$ cat config.mk
export PLATFORM = sky130hd
export DESIGN_NAME = gfa_ctrl
export DESIGN_NICKNAME = d
export VERILOG_FILES = /design/src/hw/rtl/gfa_pkg.sv /design/src/hw/rtl/gfa_ctrl.sv
export SDC_FILE = /design/constraint.sdc
export NUM_CORES = 1
export LEC_CHECK = 0
export ABC_AREA = 1
export BUFFER_PORTS_ARGS = -buffer_cell sky130_fd_sc_hd__buf_2
export CAP_MARGIN = 20
export CORE_MARGIN = 3
export CORE_UTILIZATION = 53
export DETAILED_ROUTE_END_ITERATION = 8
export GPL_ROUTABILITY_DRIVEN = 0
export PLACE_DENSITY_LB_ADDON = 0.08
export SETUP_SLACK_MARGIN = 0.2
export SYNTH_ARGS = -nofsm -noshare
export SYNTH_HDL_FRONTEND = slang
export SYNTH_SLANG_ARGS = --single-unit
$ cat constraint.sdc
create_clock -name i_clk -period 2 [get_ports i_clk]
set_input_delay 0.6 -clock i_clk [delete_from_list [all_inputs] [get_ports i_clk]]
set_output_delay 0.6 -clock i_clk [all_outputs]
set_load 0.01 [all_outputs]
$ cat src/hw/rtl/gfa_pkg.sv
// gravity field accumulator package: constants, payload types, controller types
// no dependencies; imported by every module of the block
package gfa_pkg;

    localparam int DATA_W        = 32;
    localparam int SOFT_W        = 16;
    localparam int FRAC_BITS_DEF = 16;
    localparam int SUM_WIDTH_DEF = 48;

    localparam int CFG_IDX_W = 8;
    localparam logic [CFG_IDX_W-1:0] REG_GRAV_CONST   = CFG_IDX_W'(0);
    localparam logic [CFG_IDX_W-1:0] REG_SOFTENING_SQ = CFG_IDX_W'(1);

    localparam logic [DATA_W-1:0] GRAV_CONST_RST = 32'h0001_0000;
    localparam logic [SOFT_W-1:0] SOFT_SQ_RST    = 16'd7;

    localparam int DIV_STEPS  = 64;
    localparam int SQRT_STEPS = 32;
    localparam int CNT_W      = 6;
    localparam int AXIS_W     = 2;
    localparam logic [AXIS_W-1:0] AXIS_X = 2'd0;
    localparam logic [AXIS_W-1:0] AXIS_Z = 2'd2;

    typedef struct packed {
        logic signed [DATA_W-1:0] point_x;
        logic signed [DATA_W-1:0] point_y;
        logic signed [DATA_W-1:0] point_z;
        logic signed [DATA_W-1:0] body_x;
        logic signed [DATA_W-1:0] body_y;
        logic signed [DATA_W-1:0] body_z;
        logic        [DATA_W-1:0] body_mass;
        logic                     last_body;
    } t_item;

    typedef struct packed {
        logic signed [DATA_W-1:0] field_x;
        logic signed [DATA_W-1:0] field_y;
        logic signed [DATA_W-1:0] field_z;
        logic                     saturated;
    } t_result;

    typedef struct packed {
        logic [CFG_IDX_W-1:0] index;
        logic [DATA_W-1:0]    value;
    } t_cfg;

    typedef enum logic [1:0] {
        MUL_SQ,
        MUL_GM,
        MUL_MAG_LO,
        MUL_MAG_HI
    } t_mul_sel;

    typedef enum logic {
        DIV_MAG,
        DIV_CMP
    } t_div_src;

    typedef enum logic [4:0] {
        S_IDLE,
        S_SQ_MUL,
        S_SQ_ACC,
        S_SQRT_INIT,
        S_SQRT,
        S_GM_MUL,
        S_GM_ACC,
        S_MAG_INIT,
        S_MAG_DIV,
        S_MAG_LD,
        S_LO_MUL,
        S_LO_ACC,
        S_HI_MUL,
        S_HI_ACC,
        S_C_INIT,
        S_C_DIV,
        S_C_ACC,
        S_DONE
    } t_state;

    typedef struct packed {
        logic              load;
        logic              mul_en;
        t_mul_sel          mul_sel;
        logic [AXIS_W-1:0] axis;
        logic              s_clr;
        logic              s_add;
        logic              sqrt_init;
        logic              sqrt_step;
        logic              gm_ld;
        logic              div_init;
        t_div_src          div_src;
        logic              div_step;
        logic              mag_ld;
        logic              p_lo;
        logic              p_hi;
        logic              sum_acc;
        logic              sum_clr;
        logic              out_ld;
    } t_dp_cmd;

    typedef struct packed {
        logic l_zero;
        logic last;
    } t_dp_stat;

endpackage

$ cat src/hw/rtl/gfa_ctrl.sv
// controller: sequences one item through the shared multiplier, sqrt and divider
// depends on gfa_pkg; drives gfa_datapath through t_dp_cmd
module gfa_ctrl import gfa_pkg::*; (
    input  logic     i_clk,
    input  logic     i_rst_n,
    input  logic     i_in_valid,
    output logic     o_in_ready,
    output logic     o_out_valid,
    input  logic     i_out_ready,
    input  t_dp_stat i_stat,
    output t_dp_cmd  o_cmd
);
    t_state             r_state;
    t_state             n_state;
    logic [CNT_W-1:0]   r_cnt;
    logic [CNT_W-1:0]   n_cnt;
    logic [AXIS_W-1:0]  r_axis;
    logic [AXIS_W-1:0]  n_axis;
    logic               r_out_valid;
    logic               n_out_valid;
    logic               w_slot_free;

    assign w_slot_free = !r_out_valid || i_out_ready;

    always_comb begin
        n_state = r_state;
        n_cnt   = r_cnt;
        n_axis  = r_axis;
        case (r_state)
            S_IDLE: begin
                if (i_in_valid) begin
                    n_state = S_SQ_MUL;
                    n_axis  = AXIS_X;
                end
            end
            S_SQ_MUL: n_state = S_SQ_ACC;
            S_SQ_ACC: begin
                if (r_axis == AXIS_Z) begin
                    n_state = S_SQRT_INIT;
                end else begin
                    n_state = S_SQ_MUL;
                    n_axis  = r_axis + 1'b1;
                end
            end
            S_SQRT_INIT: begin
                n_state = S_SQRT;
                n_cnt   = '0;
            end
            S_SQRT: begin
                n_cnt = r_cnt + 1'b1;
                if (r_cnt == CNT_W'(SQRT_STEPS - 1)) begin
                    n_state = S_GM_MUL;
                end
            end
            S_GM_MUL: n_state = S_GM_ACC;
            S_GM_ACC: n_state = i_stat.l_zero ? S_DONE : S_MAG_INIT;
            S_MAG_INIT: begin
                n_state = S_MAG_DIV;
                n_cnt   = '0;
            end
            S_MAG_DIV: begin
                n_cnt = r_cnt + 1'b1;
                if (r_cnt == CNT_W'(DIV_STEPS - 1)) begin
                    n_state = S_MAG_LD;
                end
            end
            S_MAG_LD: begin
                n_state = S_LO_MUL;
                n_axis  = AXIS_X;
            end
            S_LO_MUL: n_state = S_LO_ACC;
            S_LO_ACC: n_state = S_HI_MUL;
            S_HI_MUL: n_state = S_HI_ACC;
            S_HI_ACC: n_state = S_C_INIT;
            S_C_INIT: begin
                n_state = S_C_DIV;
                n_cnt   = '0;
            end
            S_C_DIV: begin
                n_cnt = r_cnt + 1'b1;
                if (r_cnt == CNT_W'(DIV_STEPS - 1)) begin
                    n_state = S_C_ACC;
                end
            end
            S_C_ACC: begin
                if (r_axis == AXIS_Z) begin
                    n_state = S_DONE;
                end else begin
                    n_state = S_LO_MUL;
                    n_axis  = r_axis + 1'b1;
                end
            end
            S_DONE: begin
                if (!i_stat.last || w_slot_free) begin
                    n_state = S_IDLE;
                end
            end
            default: n_state = S_IDLE;
        endcase
    end

    always_comb begin
        o_cmd       = '0;
        o_cmd.axis  = r_axis;
        o_in_ready  = 1'b0;
        n_out_valid = r_out_valid && !i_out_ready;
        case (r_state)
            S_IDLE: begin
                o_in_ready = 1'b1;
                o_cmd.load = i_in_valid;
            end
            S_SQ_MUL: begin
                o_cmd.mul_en  = 1'b1;
                o_cmd.mul_sel = MUL_SQ;
            end
            S_SQ_ACC: begin
                o_cmd.s_clr = (r_axis == AXIS_X);
                o_cmd.s_add = (r_axis != AXIS_X);
            end
            S_SQRT_INIT: o_cmd.sqrt_init = 1'b1;
            S_SQRT:      o_cmd.sqrt_step = 1'b1;
            S_GM_MUL: begin
                o_cmd.mul_en  = 1'b1;
                o_cmd.mul_sel = MUL_GM;
            end
            S_GM_ACC: o_cmd.gm_ld = 1'b1;
            S_MAG_INIT: begin
                o_cmd.div_init = 1'b1;
                o_cmd.div_src  = DIV_MAG;
            end
            S_MAG_DIV: o_cmd.div_step = 1'b1;
            S_MAG_LD:  o_cmd.mag_ld   = 1'b1;
            S_LO_MUL: begin
                o_cmd.mul_en  = 1'b1;
                o_cmd.mul_sel = MUL_MAG_LO;
            end
            S_LO_ACC: o_cmd.p_lo = 1'b1;
            S_HI_MUL: begin
                o_cmd.mul_en  = 1'b1;
                o_cmd.mul_sel = MUL_MAG_HI;
            end
            S_HI_ACC: o_cmd.p_hi = 1'b1;
            S_C_INIT: begin
                o_cmd.div_init = 1'b1;
                o_cmd.div_src  = DIV_CMP;
            end
            S_C_DIV: o_cmd.div_step = 1'b1;
            S_C_ACC: o_cmd.sum_acc  = 1'b1;
            S_DONE: begin
                if (i_stat.last && w_slot_free) begin
                    o_cmd.out_ld  = 1'b1;
                    o_cmd.sum_clr = 1'b1;
                    n_out_valid   = 1'b1;
                end
            end
            default: o_cmd = '0;
        endcase
    end

    always_ff @(posedge i_clk) begin
        if (!i_rst_n) begin
            r_state     <= S_IDLE;
            r_cnt       <= '0;
            r_axis      <= AXIS_X;
            r_out_valid <= 1'b0;
        end else begin
            r_state     <= n_state;
            r_cnt       <= n_cnt;
            r_axis      <= n_axis;
            r_out_valid <= n_out_valid;
        end
    end

    assign o_out_valid = r_out_valid;

    a_busy_after_accept: assert property (@(posedge i_clk) disable iff (!i_rst_n)
        (i_in_valid && o_in_ready) |=> !o_in_ready)
        else $error("controller took a second beat while busy");

    a_no_overwrite: assert property (@(posedge i_clk) disable iff (!i_rst_n)
        o_cmd.out_ld |-> (!r_out_valid || i_out_ready))
        else $error("result register overwritten before its beat was taken");

    a_result_only_last: assert property (@(posedge i_clk) disable iff (!i_rst_n)
        o_cmd.out_ld |-> i_stat.last)
        else $error("result emitted for an item not marked last");

    a_axis_range: assert property (@(posedge i_clk) disable iff (!i_rst_n)
        r_axis != 2'd3)
        else $error("axis counter out of range");

    a_out_after_load: assert property (@(posedge i_clk) disable iff (!i_rst_n)
        o_cmd.out_ld |=> o_out_valid)
        else $error("loaded result not presented");

endmodule

==> impl_summary.txt, run 1 <==
----------------------------------------------------
[Outcome]
  Result of the run ... stopped before the end
  Exit stage ... global routing (5_1_grt)
  First reported error ... [ERROR DPL-0033] detailed placement checks failed during check placement.

[Yosys]
  Most used standard cells in the synthesized netlist ... 57 x nand2_1, 32 x nor2_1, 26 x inv_1, 17 x nand3_1, 16 x a21oi_1
  Proportion of synthesized chip area in sequential cells ... 0.235
  Cell taking the most area after synthesis ... dfxtp_1
  Synth warnings ... 0
  Number of distinct library cells after synthesis ... 25
  FF+latch count, synth ... 14
  Cells after Synth ... 204
  Area of the mapped netlist ... 1190 um^2
  FFs w/ async S/R, synth ... 0
  Top cell type's share of synthesized area ... 0.235
  Syn avg cell area ... a little under 6 um^2
  Count leader, synth ... nand2_1
  Leading cell types by total area after synthesis ... dfxtp_1 24%, nand2_1 18%, nor2_1 10%
  Number of synthesized flops with an enable pin ... 0
  Most used flip-flop cell after synthesis ... dfxtp_1
  Synth Net Count ... between 200 and 250

[Placement]
  HPWL reported at the end of detailed placement ... 2590 um
  Post-placement cell count ... 263
  Dpl ws ... -81.0 ps
  Count of input and output buffers ... 27

[Clock network]
  Clock Sink Count ... 14
  Hold buffer count at CTS ... 0
  Total clock buffers created by CTS ... 3
  Clock Tree Buf Depth ... 2
  H-tree depth ... 1
  Buffer cell driving the clock tree root ... clkbuf_4

[Global route]
  Initial antenna violation count ... 0
  Pin count of the biggest net entering global routing ... 12

[Die]
  IO Pins ... 28
  Chip Width ... 53.4 um
  Initial Utilization ... 0.584
  Placement row count ... 16
  Floorplan die height ... 53.4 um

[STA]
  Worst Endpoint after GRT Repair ... o_cmd[14]
  Worst endpoint type ... output port

----------------------------------------------------
timing repair:
item	4_1_cts
setup buffers	10
pin swaps	10
gates resized for setup	41
endpoints found under the setup margin	21
kinds of logic after synthesis:
logic type,Yosys count,share of synthesized area
flip-flops,14,0.235
buffers and inverters,35,0.120
AO/OA/AOI/OAI,22,0.0965
XOR/XNOR,3,0.0220
AND/OR/NAND/NOR,127,0.495
adder cells (fa/ha/maj),3,0.0315
metrics by stage:
| stage | TNS [ps] | cell area (um^2) | utilization |
|---|---|---|---|
| floorplan | 0 | 1200 | - |
| global placement | 0 | 1410 | 0.691 |
| detailed placement | -130 | 1410 | 0.691 |
| CTS | -552 | 1690 | 0.828 |
==> run 2: changes to the inputs <==
CORE_AREA = 3 3 64 66   (was default)
CORE_MARGIN = default   (was 3)
CORE_UTILIZATION = default   (was 53)
DIE_AREA = 0 0 67 69   (was default)
PLACE_DENSITY_LB_ADDON = 0.15   (was 0.08)
SETUP_SLACK_MARGIN = default   (was 0.2)
==> run 2 against run 1 <==
Effect of this change: the flow now finishes, with violations (negative setup slack); synthesized cell count unchanged; area after synthesis is the same.
==> impl_summary.txt, run 2 <==
----------------------------------------------------
[Yosys]
  Cell taking the most area after synthesis ... dfxtp_1
  Cells after Synth ... 204 (unchanged)
  Number of distinct library cells after synthesis ... 25 (unchanged)
  Area of the mapped netlist ... 1190 um^2 (unchanged)
  Leading cell types by total area after synthesis ... dfxtp_1 24%, nand2_1 18%, nor2_1 10%
  Most used standard cells in the synthesized netlist ... 57 x nand2_1, 32 x nor2_1, 26 x inv_1, 17 x nand3_1, 16 x a21oi_1
  Number of synthesized flops with an enable pin ... 0 (unchanged)
  FFs w/ async S/R, synth ... 0 (unchanged)
  Proportion of synthesized chip area in sequential cells ... 0.235 (unchanged)
  Synth warnings ... 0 (unchanged)
  FF+latch count, synth ... 14 (unchanged)
  Most used flip-flop cell after synthesis ... dfxtp_1
  Count leader, synth ... nand2_1
  Top cell type's share of synthesized area ... 0.235 (unchanged)
  Syn avg cell area ... 5.85 um^2 (unchanged)
  Synth Net Count ... 213 (unchanged)

[Clock network]
  Buffer cell driving the clock tree root ... clkbuf_8
  Total clock buffers created by CTS ... 3 (unchanged)
  Reg clk slew, reported paths ... roughly 50 ps
  Hold buffer count at CTS ... 0 (unchanged)
  Clk_lat worst skew ... 240 ps
  Clock Tree Buf Depth ... 2 (unchanged)
  Clock Sink Count ... 14 (unchanged)
  TritonCTS clock tree ... built
  H-tree depth ... 1 (unchanged)

[Die]
  Chip Width ... 67 um (+25%)
  Floorplan die height ... 69 um (+29%)
  Placement row count ... 22 (+6)
  Initial Utilization ... 0.328 (-0.256)
  DIE AREA ... 4620 um^2
  IO Pins ... 28 (unchanged)
  Core area ... approximately 3600 um^2

[STA]
  Time the final worst path needs with I/O delays and setup ... ~2100 ps
  Worst relative slew slack ... 0.748
  Number of failing setup endpoints in the final timing report ... 10
  Final Hold Vio Count ... 0
  Setup WS post-layout ... -99.8 ps
  Period Utilization, post-route ... 1.05
  RSZ-0062 raised after global routing ... true
  Worst setup skew after layout ... 0.654 ps
  Transition time of the tightest slew-check pin ... between 300 and 400 ps
  Maximum frequency from static timing analysis ... 476 MHz
  Final Max Slew Viols ... 0

[Power and ir drop]
  Internal power component ... roughly 0.00091 W
  Sw power ... 0.000700 W
  Power density cells ... 916 nW/um^2
  Worst IR drop on VDD ... 478 uV
  Part of the power in registers ... 0.241
  Clock network fraction of total power ... 0.136
  Fraction of power consumed by combinational cells ... 0.623
  Sw Ratio ... 0.435
  Static power due to leakage ... between 0.9 and 1 nW

[Placement]
  Count of input and output buffers ... 27 (unchanged)
  Post-placement cell count ... 294 (+12%)
  Placed cell areas ... 1500 um^2 (+6.4%)
  HPWL reported at the end of detailed placement ... 2800 um (+8.3%)

[Worst setup path]
  Cell seen most often among critical-path stages ... nand3_2
  Depth of the worst register-to-register path ... 14
  Critical Path RT ... between 1000 and 1500 ps
  Reg-to-reg startpoint ... r_state[0]
  Worst-path maximum fanout ... 6
  CP cell instances ... buf_6 > nor2_4 > nand3_2 > nand2_2 > a21oi_2 > nand3_2 > nor2_2 > nor2_1 > buf_2
  Buf/Inv on CP ... 2
  Peak per-stage delay on the critical path ... 370 ps
  Type of the worst setup path ... register to output pin
  Slowest-stage cell, CP ... dfxtp_4
  Startpoint Class ... register
  Data arrival, critical path ... 1500 ps
  Critical R2R Capture ... r_state[0]
  Setup crit end kind ... output pin
  Flop-to-flop setup slack ... -20 ps
  Gate family responsible for the most delay along the worst path ... simple AND/OR/NAND/NOR gates

[Outcome]
  Violated checks ... negative setup slack
  Result of the run ... complete, but fails checks

[Detailed routing]
  Via count normalized by instance count ... 4.58
  Number of DRC violations after detailed routing ... 0
  Detail Route met2 WL ... 1720 um
  Wirelength per Cell ... 11.5 um
  Highest metal layer with signal wires ... met4
  1st-pass router iterations ... 4
  Initial DRC count ... 76
  Antenna-violating nets left ... 0
  Via total after detailed routing ... between 1,000 and 1,500
  Routed metal-1 wirelength ... between 1500 and 2000 um
  Drt total wl ... 3540 um
  Routed wl met3 ... 151 um

[Layout]
  # diodes ... 0
  Final Instance Count excl. Fillers ... 307
  Registers with the most flip-flops ... r_cnt (6), r_state (5), r_axis (2)
  Final non-filler cell area ... 1760 um^2
  P&R area growth vs syn ... 47.2%
  Commonest cells after routing, fill and taps aside ... 51 x nand2_1, 26 x buf_2, 25 x nor2_1, 25 x buf_4, 24 x inv_1
  Largest register FFs ... 6
  Register with the most flip-flops ... r_cnt
  Ratio of cells with drive above 1 in the final layout ... 0.425
  Final design utilization ... 0.483
  Final Net Count ... 270
  Most common cell after layout, fill and taps aside ... nand2_1

[Global route]
  GRT Overall Usage ... 0.162
  Initial antenna violation count ... 0
  Number of global-route vias before repair ... 1,378
  Pin count of the biggest net entering global routing ... 12
  Grt total ovfl ... 0
  Wire length of the first global-routing pass ... 5930 um

[Worst hold path]
  Worst Hold Depth ... 2
  Sink of the worst hold path ... r_cnt[1]
  Worst hold path type ... register to register
  Hold Path Origin ... r_cnt[1]

[Run]
  Max cap viols ... 0

----------------------------------------------------
run 2: area by class of cell:
cell class                 instances  area (um^2)
clock buffer                       3         41.3
multi-input combinational        155          875
inverter                          32          120
timing repair buffer              55          363
tap                               48         60.1
fill                             401         1880
sequential                        14          297
run 2: timing repair:
action | 4_1_cts | 5_1_grt
setup buffers | 8 | 3
pin swaps | 6 | 11
setup endpoints to repair | 13 | 21
resized for setup | 16 | 27
run 2: per-layer routing:
metal	up-vias	track usage
met5	-	0
met4	0	0.0698
met3	6	0.00977
met2	30	0.262
met1	620	0.218
li1	750	-
run 2: how the worst max path moves through the flow:
stage,start,end,depth (start not counted)
floorplan,r_state[0],o_cmd[14],8
global placement,r_state[0],o_cmd[14],9
detailed placement,r_state[0],o_cmd[15],9
CTS,r_state[0],o_cmd[15],9
global route,r_state[4],o_cmd[15],9
finish,r_state[0],o_cmd[15],9
run 2: stage by stage:
| stage | hold WS, ps | power [W] | setup slack [ps] | setup TNS, ps |
|---|---|---|---|---|
| 2_1_floorplan | 456 | 0.000918 | 141 | 0 |
| 3_3_place_gp | 469 | 0.00119 | -17.6 | -32.6 |
| 3_5_place_dp | 475 | 0.00119 | -1.69 | -1.69 |
| 4_1_cts | 482 | 0.00152 | -113 | -418 |
| 5_1_grt | 514 | 0.00178 | -221 | -1530 |
| 6_report | 484 | 0.00161 | -99.8 | -401 |
run 2: kinds of logic after synthesis:
family / share of synthesized area
and+or+nand+nor: 0.495
buffers and inverters: 0.120
AOI/OAI and AO/OA: 0.0965
DFF: 0.235
xor gates and xnor gates: 0.0220
adders and majority gates: 0.0315
run 2: tightest hold or removal path, cell delays in order, from the launching register on:
cell and delay, ps:
dfxtp_1 320, nand2_1 60, a21oi_1 50
run 2: power by group through the flow:
stage,logic (W),clock network [W],registers (W)
floorplan,0.000562,0,0.000356
global placement,0.000823,0,0.000372
detailed placement,0.000815,0,0.000372
CTS,0.000909,0.000232,0.000379
global route,0.00113,0.000244,0.000397
finish,0.00100,0.000219,0.000388
(Power assumes the default switching activity.)
